$ cat src/rtl/core/tss_pkg.sv
`timescale 1ns / 1ps

package tss_pkg;

  localparam int NUM_TASKS = 64;
  localparam int SLOT_W    = 6;
  localparam int IDX_W     = SLOT_W + 1;
  localparam int PID_W     = 31;
  localparam int CH_W      = 32;

  // Seven-bit slot code that means "no slot".
  localparam logic [IDX_W-1:0] NO_SLOT = IDX_W'(NUM_TASKS);

  typedef enum logic [2:0] {
    OP_CREATE   = 3'd0,
    OP_DISPATCH = 3'd1,
    OP_YIELD    = 3'd2,
    OP_SLEEP    = 3'd3,
    OP_WAKEUP   = 3'd4,
    OP_KILL     = 3'd5,
    OP_EXIT     = 3'd6,
    OP_WAIT     = 3'd7
  } op_e;

  typedef enum logic [2:0] {
    STS_OK        = 3'd0,
    STS_EMPTY     = 3'd1,
    STS_NOT_FOUND = 3'd2,
    STS_NO_KIDS   = 3'd3,
    STS_SLEPT     = 3'd4,
    STS_NO_CUR    = 3'd5
  } status_e;

  typedef enum logic [2:0] {
    TS_UNUSED   = 3'd0,
    TS_RUNNABLE = 3'd1,
    TS_RUNNING  = 3'd2,
    TS_SLEEPING = 3'd3,
    TS_ZOMBIE   = 3'd4
  } tstat_e;

  typedef enum logic [1:0] {
    RS_IDX,
    RS_CUR,
    RS_SLOT,
    RS_HEAD
  } rdsrc_e;

  typedef enum logic [3:0] {
    EV_NONE,
    EV_CREATE,
    EV_DISP_CUR,
    EV_DISP,
    EV_YIELD,
    EV_SLEEP,
    EV_EXIT_HD,
    EV_WAKE,
    EV_KILL,
    EV_EXIT,
    EV_WAIT,
    EV_EXIT_FIN,
    EV_WAIT_FIN
  } ev_e;

  typedef struct packed {
    tstat_e             status;
    logic [PID_W-1:0]   ident;
    logic [IDX_W-1:0]   parent;
    logic [CH_W-1:0]    channel;
    logic               killed;
  } row_t;

  localparam row_t ROW_RESET = '{
    status:  TS_UNUSED,
    ident:   '0,
    parent:  NO_SLOT,
    channel: '0,
    killed:  1'b0
  };

  typedef struct packed {
    logic              latch;
    logic              clr;
    logic              rd_en;
    rdsrc_e            rd_src;
    logic [SLOT_W-1:0] rd_idx;
    logic              link_rd;
    ev_e               ev;
    logic              wch_item;
    logic              wch_init;
    logic              set_sts;
    status_e           sts;
    logic              out_load;
  } dp_cmd_t;

  typedef struct packed {
    op_e  op;
    logic have_cur;
    logic cur_init;
    logic queue_empty;
    logic hit;
    logic found;
    logic kids;
    logic zomb;
  } dp_sts_t;

endpackage

$ cat src/rtl/core/tss_ctrl.sv
`timescale 1ns / 1ps

module tss_ctrl import tss_pkg::*; (
  input  logic    clk_i,
  input  logic    rst_ni,
  input  logic    in_valid_i,
  output logic    in_ready_o,
  output logic    out_valid_o,
  input  logic    out_ready_i,
  input  dp_sts_t sts_i,
  output dp_cmd_t cmd_o
);

  typedef enum logic [2:0] {
    S_IDLE,
    S_DEC,
    S_EVAL,
    S_SCAN,
    S_POST,
    S_DONE
  } state_e;

  state_e           state_q, state_d;
  ev_e              ev_q, ev_d, mode_q, mode_d;
  logic [IDX_W-1:0] cnt_q, cnt_d;
  logic             p2_q, p2_d;
  logic             out_valid_q, out_valid_d;
  logic             scan_last;

  assign scan_last = (cnt_q == IDX_W'(NUM_TASKS));

  always_comb begin
    cmd_o       = '0;
    state_d     = state_q;
    ev_d        = ev_q;
    mode_d      = mode_q;
    cnt_d       = cnt_q;
    p2_d        = p2_q;
    out_valid_d = out_valid_q;
    if (out_ready_i) out_valid_d = 1'b0;

    unique case (state_q)
      S_IDLE: begin
        cmd_o.latch = in_valid_i;
        if (in_valid_i) state_d = S_DEC;
      end
      S_DEC: begin
        cmd_o.clr = 1'b1;
        p2_d      = 1'b0;
        cnt_d     = '0;
        state_d   = S_DONE;
        unique case (sts_i.op)
          OP_CREATE: begin
            cmd_o.rd_en  = 1'b1;
            cmd_o.rd_src = RS_SLOT;
            ev_d         = EV_CREATE;
            state_d      = S_EVAL;
          end
          OP_DISPATCH: begin
            if (sts_i.have_cur) begin
              cmd_o.rd_en  = 1'b1;
              cmd_o.rd_src = RS_CUR;
              ev_d         = EV_DISP_CUR;
              state_d      = S_EVAL;
            end else if (sts_i.queue_empty) begin
              cmd_o.set_sts = 1'b1;
              cmd_o.sts     = STS_EMPTY;
            end else begin
              cmd_o.rd_en   = 1'b1;
              cmd_o.rd_src  = RS_HEAD;
              cmd_o.link_rd = 1'b1;
              ev_d          = EV_DISP;
              state_d       = S_EVAL;
            end
          end
          OP_WAKEUP: begin
            cmd_o.wch_item = 1'b1;
            mode_d         = EV_WAKE;
            state_d        = S_SCAN;
          end
          OP_KILL: begin
            mode_d  = EV_KILL;
            state_d = S_SCAN;
          end
          default: begin
            // Yield, sleep, exit and wait all act on the running task.
            if (!sts_i.have_cur) begin
              cmd_o.set_sts = 1'b1;
              cmd_o.sts     = STS_NO_CUR;
            end else if (sts_i.op == OP_WAIT) begin
              mode_d  = EV_WAIT;
              state_d = S_SCAN;
            end else if (sts_i.op == OP_EXIT && sts_i.cur_init) begin
              state_d = S_DONE;
            end else begin
              cmd_o.rd_en  = 1'b1;
              cmd_o.rd_src = RS_CUR;
              state_d      = S_EVAL;
              if (sts_i.op == OP_YIELD) ev_d = EV_YIELD;
              else if (sts_i.op == OP_SLEEP) ev_d = EV_SLEEP;
              else ev_d = EV_EXIT_HD;
            end
          end
        endcase
      end
      S_EVAL: begin
        cmd_o.ev = ev_q;
        if (ev_q == EV_EXIT_HD) begin
          mode_d  = EV_EXIT;
          cnt_d   = '0;
          state_d = S_SCAN;
        end else begin
          state_d = S_DONE;
        end
      end
      S_SCAN: begin
        // Reads run one slot ahead of the evaluation of the previous slot.
        cmd_o.rd_en  = !scan_last;
        cmd_o.rd_src = RS_IDX;
        cmd_o.rd_idx = cnt_q[SLOT_W-1:0];
        cmd_o.ev     = (cnt_q != '0) ? mode_q : EV_NONE;
        cnt_d        = cnt_q + IDX_W'(1);
        if (scan_last || ((cnt_q != '0) && sts_i.hit)) state_d = S_POST;
      end
      S_POST: begin
        state_d = S_DONE;
        case (mode_q)
          EV_WAKE: begin
            if (p2_q) begin
              cmd_o.rd_en  = 1'b1;
              cmd_o.rd_src = RS_CUR;
              ev_d         = EV_EXIT_FIN;
              state_d      = S_EVAL;
            end
          end
          EV_KILL: begin
            if (!sts_i.found) begin
              cmd_o.set_sts = 1'b1;
              cmd_o.sts     = STS_NOT_FOUND;
            end
          end
          EV_EXIT: begin
            if (sts_i.zomb) begin
              // A zombie went to init: init may be waiting for it.
              cmd_o.wch_init = 1'b1;
              p2_d           = 1'b1;
              mode_d         = EV_WAKE;
              cnt_d          = '0;
              state_d        = S_SCAN;
            end else begin
              cmd_o.rd_en  = 1'b1;
              cmd_o.rd_src = RS_CUR;
              ev_d         = EV_EXIT_FIN;
              state_d      = S_EVAL;
            end
          end
          EV_WAIT: begin
            if (!sts_i.found) begin
              if (sts_i.kids) begin
                cmd_o.rd_en  = 1'b1;
                cmd_o.rd_src = RS_CUR;
                ev_d         = EV_WAIT_FIN;
                state_d      = S_EVAL;
              end else begin
                cmd_o.set_sts = 1'b1;
                cmd_o.sts     = STS_NO_KIDS;
              end
            end
          end
          default: ;
        endcase
      end
      S_DONE: begin
        if (!out_valid_q || out_ready_i) begin
          cmd_o.out_load = 1'b1;
          out_valid_d    = 1'b1;
          state_d        = S_IDLE;
        end
      end
      default: state_d = S_IDLE;
    endcase
  end

  always_ff @(posedge clk_i or negedge rst_ni) begin
    if (!rst_ni) begin
      state_q     <= S_IDLE;
      ev_q        <= EV_NONE;
      mode_q      <= EV_NONE;
      cnt_q       <= '0;
      p2_q        <= 1'b0;
      out_valid_q <= 1'b0;
    end else begin
      state_q     <= state_d;
      ev_q        <= ev_d;
      mode_q      <= mode_d;
      cnt_q       <= cnt_d;
      p2_q        <= p2_d;
      out_valid_q <= out_valid_d;
    end
  end

  assign in_ready_o  = (state_q == S_IDLE);
  assign out_valid_o = out_valid_q;

`ifndef SYNTHESIS
  a_accept_decodes: assert property (@(posedge clk_i) disable iff (!rst_ni)
    (in_valid_i && in_ready_o) |=> (state_q == S_DEC))
    else $error("accepted word not decoded next cycle");
  a_scan_bound: assert property (@(posedge clk_i) disable iff (!rst_ni)
    (state_q == S_SCAN) |-> (cnt_q <= IDX_W'(NUM_TASKS)))
    else $error("scan index ran past the table");
  a_done_loads: assert property (@(posedge clk_i) disable iff (!rst_ni)
    cmd_o.out_load |=> out_valid_o)
    else $error("result loaded without valid");
`endif

endmodule

$ cat config.mk
export PLATFORM = sky130hd
export DESIGN_NAME = tss_ctrl
export DESIGN_NICKNAME = d
export VERILOG_FILES = /design/src/rtl/core/tss_pkg.sv /design/src/rtl/core/tss_ctrl.sv
export SDC_FILE = /design/constraint.sdc
export NUM_CORES = 1
export LEC_CHECK = 0
export BUFFER_PORTS_ARGS = -buffer_cell sky130_fd_sc_hd__clkbuf_2
export CAP_MARGIN = 20
export CORE_ASPECT_RATIO = 0.75
export CORE_MARGIN = 3
export CORE_UTILIZATION = 47
export DETAILED_ROUTE_END_ITERATION = 7
export PLACE_DENSITY = 0.87
export SYNTH_ARGS = -nofsm -noshare
export SYNTH_HDL_FRONTEND = slang
export SYNTH_SLANG_ARGS = --single-unit
$ cat constraint.sdc
create_clock -name clk_i -period 1.8 [get_ports clk_i]
set_clock_uncertainty 0.05 [all_clocks]
set_input_delay 0.27 -clock clk_i [delete_from_list [all_inputs] [get_ports clk_i]]
set_output_delay 0.27 -clock clk_i [all_outputs]
set_load 0.02 [all_outputs]
Word-level counts from Yosys, hierarchy flattened --
Cells that the tools add are included.
Word-level totals: output and inout bits 25, register bits 20, input port bits 14, logic and storage cells 148
Operators by class: reduce and logical (&&, ||, !) cells 20, $add $sub $neg 1, equal/unequal tests 37, muxes and demuxes 84
Operators by type and width (number):
- 2-to-1 mux 4 bit | 22
- 2-to-1 mux 3 bit | 21
- one-hot mux 4 bit (3 select lines) | 4
- one-hot mux 3 bit (3 select lines) | 5
- one-hot mux 4 bit (2 select lines) | 5
- one-hot mux 7 bit (4 select lines) | 1
- 2-to-1 mux 7 bit | 3
- != test 4 x 2 -> 1 bit (second input constant) | 5
- 2-to-1 mux 1 bit | 19
- == test 3 bit (second input constant) | 6
- one-hot mux 3 bit (6 select lines) | 1
- != test 2 bit (second input constant) | 7
- == test 3 x 2 -> 1 bit (second input constant) | 4
- == test 4 bit (second input constant) | 3
- != test 3 bit (second input constant) | 4
- AND reduction 11 bit | 1
- == test 4 x 3 -> 1 bit (second input constant) | 2
- adder 7 x 1 -> 7 bit (second input constant) | 1
- == test 7 bit (second input constant) | 1
- AND reduction 7 bit | 1
- nonzero test 7 bit | 1
- == test 3 x 1 -> 1 bit (second input constant) | 2
- zero test 3 bit | 2
- 2-to-1 mux 6 bit | 1
- other kinds (15) | 20

Depth between registers and ports, before layout --
Gate-level depths: netlist of run 1.
depth after elaboration 8, depth in mapped cells 7, depth with buffers taken out 6

Worst setup path after synthesis of run 1 --
OpenSTA, ideal clock, no wires.
path type flip-flop to output port, from register state_q[0], to output port cmd_o[19] in the netlist's numbering, path slack -392 ps, arrival time 1872 ps, data required time 1480 ps, cell stages (with the launch flop) 7, path buffers 1, cell sequence dfrtp_1 -> buf_2 -> and2b_2 -> nand2_2 -> inv_2 -> nand2_1 -> o41ai_1
RTL lines:
- from (decl) | RTL line tss_ctrl.sv:23 | state_e state_q, state_d;
- from (signal assigned) | RTL line tss_ctrl.sv:193 | state_q <= state_d;
- to (decl) | RTL line tss_ctrl.sv:11 | output dp_cmd_t cmd_o

==> results.py, run 1 <==
metrics = {
    "sta": {
        "tightestPinTransition_ns": 0.542,
        "postLayoutSetupSlackWorst_ns": -0.593,
        "setup_violations": 31,
        "rsz0062_at_grt": "yes",
        "hold-worst-slack_ns": 0.252,
        "fin_setup_tns_ns": -5.71,
        "drv_slew": 0,
        "hold_violations": 0,
        "period_needed_ns": 2.39,
        "slew_headroom": 0.638,
        "fin_crit_sh": 1.33,
        "fmax_ghz": 0.418,
    },
    "setup_path": {
        "worstSetupEndpointType": "primary output",
        "crit_path_top_delay_cell": "dfrtp_1",
        "critical_path.max_fanout": 5,
        "critPathKind": "flip-flop to primary output",
        "cp_data_arrival_time_ns": 2.07,
        "cpPeakStageDelay_ns": 0.44,
        "cp_top_family": "simple AND/OR/NAND/NOR gates",
        "cp-start-kind": "flip-flop",
        "crit_path_cell_trace": "and4bb_2, nor3_1, nor2_1, a21o_1, or3b_4, buf_6",
        "cp_num_buf_inv": 1,
        "crit_required_ns": 1.48,
    },
    "global_route": {
        "overflow": 0,
        "grt_pass1_wl_um": 9380,
        "grt_pass1_vias": 1856,
        "antenna_found_initial": 0,
        "grt_max_degree": 21,
        "groute.usage.overall": 0.321,
    },
    "layout": {
        "design_area_mm2": 0.00275,
        "multi_input_area_mm2": 0.00118,
        "layout.cells.most_common_list": "61 x buf_4, 20 x clkbuf_2, 20 x buf_6, 19 x dfrtp_1",
        "seqCellArea_um2": 502,
        "nNetsFinal": 305,
        "synthToLayoutAreaGrowth_pct": 82.3,
        "n_fill_cell": 105,
        "fin_cells": 326,
        "diodes": 0,
        "final_common_cell": "buf_4",
        "fin_util": 0.917,
        "layout-drive-gt1-share": 0.552,
    },
    "detailed_routing": {
        "drtAntennaViolNets": 0,
        "drt-pass1-iter-count": 5,
        "vias": 2226,
        "drcViolationCount": 0,
        "wl_per_cell_um": 24.5,
        "finalWirelength_um": 7990,
        "drt_iter0_drc": 314,
        "vias_per_cell": 6.83,
    },
    "synth": {
        "ys_seq_area_frac": 0.332,
        "yosysTopAreaCell": "dfrtp_1",
        "synth_cell_type_count": 57,
        "syn_avg_cell_area_um2": 8.38,
        "synth_edf_count": 0,
        "synthArstFlopShare": 1.00,
        "yosysWarnings": 0,
        "syn_nets": 196,
        "ys.flop_type": "dfrtp_1",
        "ys_seq_elements": 20,
        "netlist.area_leader.share": 0.332,
        "synth_cells": 180,
        "yosys-top-cells-area": "dfrtp_1 33%, nor2_1 3.5%, nand2_1 3.2%, o21ai_0 3.0%, inv_1 3.0%",
        "syn_area_mm2": 0.00151,
    },
    "floorplan": {
        "initial_core_util": 0.503,
        "die_w_um": 71.4,
        "io_pins": 39,
        "die_h_um": 55.1,
        "num_rows": 17,
        "die_area_mm2": 0.00393,
        "core-area_mm2": 0.00300,
    },
    "placed_design": {
        "dp_hpwl_um": 3660,
        "dp_cells": 291,
        "place_area_mm2": 0.00208,
        "pre_cts_ws_ns": -0.271,
        "port_buffers": 38,
        "place_congestion": 0.987,
    },
    "cts": {
        "cts_tree": "done",
        "cts_buffer_depth": 2,
        "root_buffer": "clkbuf_8",
        "cts-htree-levels": 1,
        "cts.clk_slew.worst_paths_ns": 0.08,
        "numCtsBuffers": 3,
        "clock_latency_ns": 0.27,
        "cts_sinks": 20,
    },
    "outcome": {
        "outcome": "complete, but fails checks",
        "violations": "setup timing",
    },
    "pwr": {
        "p_per_area_mw_per_mm2": 1700,
        "leakagePower_nw": 1.34,
        "p_total_mw": 4.67,
        "vdd_drop_max_uv": 1670,
    },
    "job": {
        "drv_cap": 0,
    },
    "min_path": {
        "hp-class": "input pin to flip-flop",
    },
}
[worst min-delay path: cells and delay by family]
kind | cells | cell delay, ns
simple gates | 2 | 0.20
buf+inv | 1 | 0.08
[power by group]
| part | switching, mW | internal (mW) | leakage, nW | total [mW] |
|---|---|---|---|---|
| clock | 0.172 | 0.298 | 0.0357 | 0.470 |
| sequential | 0.172 | 0.628 | 0.250 | 0.800 |
| combinational | 1.73 | 1.67 | 1.06 | 3.40 |
| total | 2.08 | 2.59 | 1.34 | 4.67 |
[layer usage]
layer | routed length (um) | up-vias | GRT usage
met1 | 2880 | 1021 | 0.388
li1 | - | 897 | -
met3 | 997 | 76 | 0.0614
met4 | 615 | 0 | 0.200
met5 | 0 | - | 0
met2 | 3500 | 232 | 0.540
[state kept, by name, indices dropped and copies added, names as in the netlist]
name	cells
cnt_q	7
ev_q	4
mode_q	4
state_q	3
out_valid_o	1
p2_q	1
[timing repair]
item,CTS,global route
endpoints found under the hold margin,20,0
setup endpoints to repair,25,39
cloned,0,1
setup buffers,16,15
hold buffers,1,0
pin swaps,12,13
resized for setup,52,52
[synth_stat cells (2+ instances only)]
master     n
inv_2      2
a21oi_2    2
a221o_1    2
nor2b_1    2
inv_1     12
o41ai_1    3
a22o_1     5
o21bai_1   2
mux2_1     3
and2_1     6
or3_1      3
dfrtp_1   20
and3_1     4
o22ai_1    2
nor4_1     3
o31ai_1    2
a21o_1     3
ha_1       2
nor3_1     7
nor2_1    14
o211ai_1   2
nand3b_1   2
o21ai_0    9
a21oi_1    8
nand2_1   13
nand2b_1   5
nand3_1    6
buf_2      2
a31oi_1    2
clkbuf_1   5
[kinds of logic (layout without fill, tap and decap cells)]
logic type,count (synthesis),in the layout,share of synthesized area
buffers and inverters,21,129,0.0539
AOI/OAI and AO/OA,57,57,0.276
DFF,20,20,0.332
adders and majority gates,2,2,0.0166
and+or+nand+nor,77,77,0.299
muxes,3,3,0.0224
[path summary, 6_finish.rpt]
| check | endpoint | cells past startpoint | slack, ns | from |
|---|---|---|---|---|
| min | out_valid_o$_DFF_PN0_ | 3 | 0.25 | out_ready_i |
| max in group asynchronous | mode_q[0]$_DFFE_PN0P_ | 2 | 0.86 | rst_ni |
| min in group asynchronous | ev_q[2]$_DFFE_PN0P_ | 2 | 0.46 | rst_ni |
| max reg2reg | ev_q[0]$_DFFE_PN0P_ | 9 | -0.43 | mode_q[0]$_DFFE_PN0P_ |
| min reg2reg | p2_q$_DFFE_PN0P_ | 2 | 0.48 | p2_q$_DFFE_PN0P_ |
| max | cmd_o[20] | 6 | -0.59 | mode_q[3]$_DFFE_PN0P_ |
[cell type report]
type | count | share of cell area
multi-input combinational | 139 | 0.427
timing repair buffer | 111 | 0.325
sequential | 20 | 0.182
inverter | 14 | 0.0218
tap | 38 | 0.0173
clock buffer | 3 | 0.0150
clock inverter | 1 | 0.0109
No activity file was read; power rests on OpenSTA's default activity.
==> run 2: changes to the inputs <==
==> constraint.sdc (replaced) <==
create_clock -name clk_i -period 1.8 [get_ports clk_i]
set_clock_uncertainty 0.05 [all_clocks]
set_input_delay 0.45 -clock clk_i [delete_from_list [all_inputs] [get_ports clk_i]]
set_output_delay 0.45 -clock clk_i [all_outputs]
set_load 0.02 [all_outputs]
==> run 2 against run 1 <==
Compared with the run above:
- the run now fails in 5_1_grt
- area after synthesis unchanged
- synthesized cell count is the same
==> results.py, run 2 <==
metrics = {
    "placed_design": {
        "place_congestion": 0.966,
        "place_area_mm2": 0.00234,
        "pre_cts_ws_ns": -0.446,
        "dp_cells": 314,
        "port_buffers": 38,
        "dp_hpwl_um": 4230,
    },
    "floorplan": {
        "die_w_um": 71.4,
        "die_h_um": 55.1,
        "initial_core_util": 0.503,
        "io_pins": 39,
        "num_rows": 17,
    },
    "cts": {
        "hold_buffers": 0,
        "cts-htree-levels": 1,
        "root_buffer": "clkbuf_8",
        "numCtsBuffers": 3,
        "cts_sinks": 20,
        "cts_buffer_depth": 2,
    },
    "synth": {
        "ys.flop_type": "dfrtp_1",
        "netlist.area_leader.share": 0.332,
        "synth_edf_count": 0,
        "synth_cell_type_count": 57,
        "synth_cells": 180,
        "synthArstFlopShare": 1.00,
        "yosysWarnings": 0,
        "ys_seq_area_frac": 0.332,
        "syn_area_mm2": 0.00151,
        "yosys-top-cells-area": "dfrtp_1 33%, nor2_1 3.5%, nand2_1 3.2%, o21ai_0 3.0%, inv_1 3.0%",
        "syn_nets": 196,
        "syn_avg_cell_area_um2": 8.38,
        "synth_common_cells": "20 x dfrtp_1, 14 x nor2_1, 13 x nand2_1",
        "ys_seq_elements": 20,
        "yosysTopAreaCell": "dfrtp_1",
        "synthMostInstantiatedCell": "dfrtp_1",
    },
    "global_route": {
        "grt_max_degree": 21,
    },
    "outcome": {
        "error_message": "[ERROR DPL-0038] Utilization greater than 100%, impossible to legalize",
        "outcome": "stopped before the end",
        "lastStage": "5_1_grt",
    },
    "sta": {
        "worstEndpointType": "output port",
        "postGrtWorstEndpoint": "cmd_o[20]",
    },
}
==> run 2: cell counts after synthesis <==
No cell type changed its count.
==> run 2: logic make-up after synthesis <==
kind of cell    after synthesis  share of synthesized area
compound gates               57                      0.276
fa+ha+maj                     2                     0.0166
buf+inv                      21                     0.0539
flops                        20                      0.332
mux                           3                     0.0224
simple gates                 77                      0.299
==> run 2: stage by stage <==
step,utilization,hold slack (ns)
global placement,0.779,0.383
CTS,0.945,0.115
floorplan,-,0.104
detailed placement,0.779,0.394
==> run 2: repair_timing <==
action / in CTS
buffers inserted: 19
pin swaps: 17
gates resized for setup: 73
setup endpoints to repair: 32
==> run 3: changes to the inputs <==
- CORE_ASPECT_RATIO: 0.75 -> not set
- CORE_UTILIZATION: 47 -> 33
- PLACE_DENSITY: 0.87 -> not set
- PLACE_DENSITY_LB_ADDON: not set -> 0.15
- clock period: 1.8 -> 2.3 ns (I/O delays scaled with it)
==> run 3 against run 2 <==
Compared with the run above:
- the flow now finishes, with violations (setup timing)
==> results.py, run 3 (synthesis gave the netlist of run 1 again) <==
metrics = {
    "global_route": {
        "groute.usage.overall": 0.172,
        "grt_max_degree": 21,
        "grt_pass1_vias": 1586,
        "grt_pass1_wl_um": 7320,
        "overflow": 0,
        "antenna_found_initial": 0,
    },
    "layout": {
        "fin_util": 0.545,
        "layout.cells.most_common_list": "49 x buf_4, 33 x clkbuf_2, 18 x dfrtp_1, 12 x nor2_1, 11 x inv_1",
        "n_fill_cell": 417,
        "synthToLayoutAreaGrowth_pct": 51.7,
        "top_register": "cnt_q",
        "largest_register_ffs": 7,
        "nNetsFinal": 280,
        "top_regs": "cnt_q: 7 flops, ev_q: 4 flops, mode_q: 4 flops",
        "layout-drive-gt1-share": 0.456,
        "diodes": 0,
        "design_area_mm2": 0.00229,
        "final_common_cell": "buf_4",
    },
    "sta": {
        "setup_violations": 2,
        "tightestPinTransition_ns": 0.511,
        "slew_headroom": 0.659,
        "hold_violations": 0,
        "period_needed_ns": 2.65,
        "postLayoutSetupSlackWorst_ns": -0.350,
        "fin_setup_tns_ns": -0.593,
        "rsz0062_at_grt": "yes",
        "drv_slew": 0,
        "hold-worst-slack_ns": 0.229,
        "fin_crit_sh": 1.15,
        "fmax_ghz": 0.377,
    },
    "detailed_routing": {
        "vias": 1673,
        "finalWirelength_um": 4620,
        "vias_per_cell": 5.35,
        "drt_iter0_drc": 81,
        "drt-pass1-iter-count": 4,
        "drtAntennaViolNets": 0,
        "wl_per_cell_um": 14.8,
        "drcViolationCount": 0,
    },
    "setup_path": {
        "crit_required_ns": 1.67,
        "cp_top_family": "simple AND/OR/NAND/NOR gates",
        "critical_path.max_fanout": 4,
        "reg2regPathDepth": 8,
        "cpPeakStageDelay_ns": 0.44,
        "worstSetupEndpointType": "primary output",
        "reg2reg_to": "ev_q[0]$_DFFE_PN0P_",
        "critPathKind": "flip-flop to primary output",
        "cp.depth": 6,
        "crit_path_top_delay_cell": "dfrtp_2",
        "rr_startpoint": "mode_q[2]$_DFFE_PN0P_",
        "r2r_setup_slack_ns": 0.09,
        "cp-start-kind": "flip-flop",
        "cp_num_buf_inv": 1,
        "crit_path_cell_trace": "and4b_1, a32o_2, o21bai_4, a21o_1, or3b_4, buf_8",
        "cp_data_arrival_time_ns": 2.03,
    },
    "placed_design": {
        "port_buffers": 38,
        "place_area_mm2": 0.00202,
        "place_congestion": 0.844,
        "dp_hpwl_um": 3410,
        "pre_cts_ws_ns": -0.145,
    },
    "floorplan": {
        "initial_core_util": 0.359,
        "die_w_um": 73.6,
        "io_pins": 39,
        "core-area_mm2": 0.00420,
        "die_area_mm2": 0.00542,
        "num_rows": 23,
        "die_h_um": 73.6,
    },
    "pwr": {
        "vdd_drop_max_uv": 489,
        "p_comb_frac": 0.670,
        "pwr-share-clk": 0.100,
        "p_switching_mw": 1.13,
        "p_int_mw": 1.49,
        "p_per_area_mw_per_mm2": 1150,
        "leakagePower_nw": 1.12,
        "p_sw_frac": 0.431,
        "power_frac_seq": 0.229,
    },
    "cts": {
        "cts_sinks": 20,
        "cts-htree-levels": 1,
        "root_buffer": "clkbuf_8",
        "clock_latency_ns": 0.25,
        "cts_tree": "done",
        "numCtsBuffers": 3,
        "cts_buffer_depth": 2,
        "cts.clk_slew.worst_paths_ns": 0.07,
    },
    "min_path": {
        "hp-class": "input pin to async pin",
    },
    "outcome": {
        "outcome": "complete, but fails checks",
        "violations": "setup timing",
    },
    "job": {
        "drv_cap": 0,
    },
}
## run 3: worst max-delay path by stage
| stage | from | endpoint | slack, ns |
|---|---|---|---|
| global route | mode_q[2]$_DFFE_PN0P_ | cmd_o[20] | -0.41 |
| finish | mode_q[2]$_DFFE_PN0P_ | cmd_o[20] | -0.35 |
| floorplan | sts_i[9] | cmd_o[20] | -0.005 |
| global placement | sts_i[2] | cmd_o[20] | -0.13 |
| CTS | mode_q[1]$_DFFE_PN0P_ | cmd_o[20] | -0.33 |
| detailed placement | sts_i[2] | cmd_o[20] | -0.15 |
## run 3: power groups by stage
stage                     Sequential, mW  Clock (mW)  Combinational (mW)
after global placement             0.608           0                1.44
after global routing               0.627       0.288                1.92
after detailed placement           0.606           0                1.44
after CTS                          0.598       0.270                1.64
final                              0.603       0.263                1.76
after floorplan                    0.610           0               0.907
## run 3: worst register-to-register path, delay by kind of cell (launching register included)
| family | cells | cell delay, ns |
|---|---|---|
| buffers and inverters | 3 | 0.37 |
| and+or+nand+nor | 1 | 0.31 |
| DFF | 1 | 0.44 |
| AOI/OAI and AO/OA | 3 | 0.55 |
| muxes | 1 | 0.36 |
## run 3: per-stage QoR
step / cells / total power, mW
final: 313 / 2.63
after global placement: 296 / 2.05
after global routing: 313 / 2.84
after detailed placement: 296 / 2.05
after CTS: 307 / 2.51
after floorplan: 180 / 1.52
## run 3: area by class of cell
cell class / count / area (um^2) / share of cell area
clock buffer: 4 / 55.1 / 0.0240
multi-input combinational: 139 / 1030 / 0.451
tap: 50 / 62.6 / 0.0273
sequential: 20 / 503 / 0.220
timing repair buffer: 86 / 584 / 0.255
inverter: 14 / 52.6 / 0.0230
## run 3: timing repair
action | in CTS | in global routing
pin swaps | 5 | 7
gates resized for setup | 18 | 15
hold buffers | 0 | 0
endpoints found under the setup margin | 9 | 11
setup buffers | 7 | 7
## run 3: per-layer routing
| layer | vias to the layer above | GRT usage | share of wire |
|---|---|---|---|
| li1 | 842 | - | - |
| met1 | 793 | 0.241 | 0.47 |
| met2 | 34 | 0.283 | 0.49 |
| met3 | 4 | 0.0219 | 0.041 |
| met4 | 0 | 0.0322 | 0.0061 |
| met5 | - | 0 | 0 |
==> run 4: changes to the inputs <==
- CORE_ASPECT_RATIO: not set -> 0.9
- CTS_BUF_LIST: not set -> sky130_fd_sc_hd__clkbuf_8
==> run 4 against run 3 <==
Compared with the run above:
- the run still ends with setup timing left
- cell count is 3.2% higher
- first-iteration DRC count is 17% higher
- global-route usage is 0.31 points higher
- register-to-register slack better by 0.16 ns
- sequential power hardly changed
- clock-buffer cell count is 1 lower
- die area hardly changed
- hold slack worse by 0.0057 ns
- sequential share of layout area is 0.54 points lower
- critical path type unchanged
==> results.py, run 4 (synthesis gave the netlist of run 1 again) <==
metrics = {
    "outcome": {
        "outcome": "complete, but fails checks",
        "violations": "setup timing",
    },
    "detailed_routing": {
        "vias_per_cell": 5.20,
        "vias": 1679,
        "wl_per_cell_um": 14.6,
        "drt-pass1-iter-count": 4,
        "drcViolationCount": 0,
        "drtAntennaViolNets": 0,
        "dr_wl_met3_um": 187,
        "top_layer_used": "met4",
        "drt_iter0_drc": 95,
        "finalWirelength_um": 4700,
        "wl_met2_um": 2130,
        "drt-met1-wl_um": 2330,
    },
    "global_route": {
        "groute.usage.overall": 0.175,
        "grt_pass1_vias": 1606,
        "overflow": 0,
        "antenna_found_initial": 0,
        "grt_pass1_wl_um": 7720,
        "grt_max_degree": 21,
    },
    "placed_design": {
        "place_area_mm2": 0.00206,
        "port_buffers": 38,
        "place_congestion": 0.905,
        "dp_hpwl_um": 3590,
    },
    "layout": {
        "design_area_mm2": 0.00234,
        "layout.cells.most_common_list": "51 x buf_4, 30 x clkbuf_2, 20 x dfrtp_1, 14 x nor2_1",
        "layout-drive-gt1-share": 0.456,
        "fin_util": 0.551,
        "top_regs": "cnt_q: 7 flops, ev_q: 4 flops, mode_q: 4 flops",
        "top_register": "cnt_q",
        "diodes": 0,
        "largest_register_ffs": 7,
        "synthToLayoutAreaGrowth_pct": 54.8,
        "nNetsFinal": 281,
        "final_common_cell": "buf_4",
    },
    "pwr": {
        "power_frac_seq": 0.225,
        "pwr-share-clk": 0.086,
        "p_per_area_mw_per_mm2": 1150,
        "p_switching_mw": 1.15,
        "vdd_drop_max_uv": 535,
        "p_comb_frac": 0.688,
        "leakagePower_nw": 1.14,
        "p_sw_frac": 0.430,
        "p_int_mw": 1.52,
    },
    "cts": {
        "cts_sinks": 20,
        "hold_buffers": 0,
        "numCtsBuffers": 3,
        "cts_buffer_depth": 2,
        "cts_tree": "done",
        "root_buffer": "clkbuf_8",
        "clock_latency_ns": 0.26,
        "cts.clk_slew.worst_paths_ns": 0.07,
        "cts-htree-levels": 1,
    },
    "sta": {
        "fin_crit_sh": 1.14,
        "drv_slew": 0,
        "hold_violations": 0,
        "tightestPinTransition_ns": 0.519,
        "slew_headroom": 0.654,
        "rsz0062_at_grt": "yes",
        "fmax_ghz": 0.380,
        "postLayoutSetupSlackWorst_ns": -0.330,
        "setup_violations": 4,
        "period_needed_ns": 2.63,
    },
    "floorplan": {
        "num_rows": 22,
        "die_w_um": 77.3,
        "initial_core_util": 0.356,
        "die_h_um": 70.2,
        "core-area_mm2": 0.00424,
        "die_area_mm2": 0.00542,
        "io_pins": 39,
    },
    "setup_path": {
        "crit_path_cell_trace": "and4b_2, a32o_2, o21bai_1, a21o_1, or3b_4, buf_8",
        "critical_path.max_fanout": 4,
        "critPathKind": "flip-flop to primary output",
        "cp_data_arrival_time_ns": 2.01,
        "worstSetupEndpointType": "primary output",
        "crit_required_ns": 1.67,
        "r2r_setup_slack_ns": 0.25,
        "cpPeakStageDelay_ns": 0.40,
        "cp-start-kind": "flip-flop",
        "crit_path_top_delay_cell": "dfrtp_1",
        "reg2reg_to": "ev_q[2]$_DFFE_PN0P_",
        "rr_startpoint": "mode_q[0]$_DFFE_PN0P_",
        "reg2regPathDepth": 7,
    },
    "min_path": {
        "hp-class": "input pin to async pin",
    },
    "job": {
        "drv_cap": 0,
    },
}
run 4: changes by cell type in the layout (fill, tap and decap cells not counted), sizes merged:
cell | previous run | this run
clkbuf | 38 | 36
buf | 52 | 54
inv | 14 | 13
clkinv | 0 | 1
run 4: routing by layer:
metal / global-route usage / vias to the layer above
li1: - / 850
met1: 0.257 / 792
met2: 0.269 / 30
met3: 0.0284 / 7
met4: 0.0316 / 0
met5: 0 / -
run 4: through the flow:
step                      power (mW)  hold slack [ns]  std cells  setup TNS (ns)  setup WS (ns)
after floorplan                 1.52            0.229        180        -0.00523       -0.00523
after global placement          2.08            0.442        310          -0.147         -0.105
after detailed placement        2.09            0.439        310          -0.187         -0.130
after CTS                       2.44            0.245        315          -0.581         -0.300
after global routing            2.89            0.262        323           -1.01         -0.408
final                           2.68            0.223        323          -0.598         -0.330
run 4: final cells by class:
class | instances | area (um^2)
Tap cell | 60 | 75.1
Inverter | 14 | 65.1
Timing Repair Buffer | 87 | 614
Clock buffer | 3 | 41.3
Fill cell | 400 | 1900
Multi-Input combinational cell | 139 | 1040
Sequential cell | 20 | 500
run 4: power groups by stage:
stage | registers (mW) | logic (mW) | clock network, mW
after floorplan | 0.610 | 0.907 | 0
after global placement | 0.605 | 1.47 | 0
after detailed placement | 0.609 | 1.48 | 0
after CTS | 0.605 | 1.60 | 0.240
after global routing | 0.629 | 2.00 | 0.258
final | 0.603 | 1.84 | 0.231
run 4: critical path: cells and delay by family (launching register included):
kind                   cells  cell delay, ns
AND/OR/NAND/NOR            2            0.64
AO/OA/AOI/OAI              3            0.57
buffers and inverters      1            0.14
flip-flops                 1            0.40
run 4: worst max-delay path by stage:
stage                endpoint  cells after the start  slack [ns]             startpoint
detailed placement  cmd_o[20]                      7       -0.13               sts_i[9]
global placement    cmd_o[20]                      7       -0.10               sts_i[2]
global route        cmd_o[20]                      6       -0.41  mode_q[0]$_DFFE_PN0P_
finish              cmd_o[20]                      6       -0.33  mode_q[0]$_DFFE_PN0P_
CTS                 cmd_o[20]                      6       -0.30  mode_q[2]$_DFFE_PN0P_
floorplan           cmd_o[20]                      4      -0.005               sts_i[9]
run 4: what timing repair did:
| item | 4_1_cts | 5_1_grt |
|---|---|---|
| endpoints found under the setup margin | 10 | 12 |
| buffers inserted | 2 | 9 |
| endpoints found under the hold margin | 0 | 0 |
| pin swaps | 3 | 5 |
| cloned | 0 | 0 |
| resized for setup | 18 | 27 |
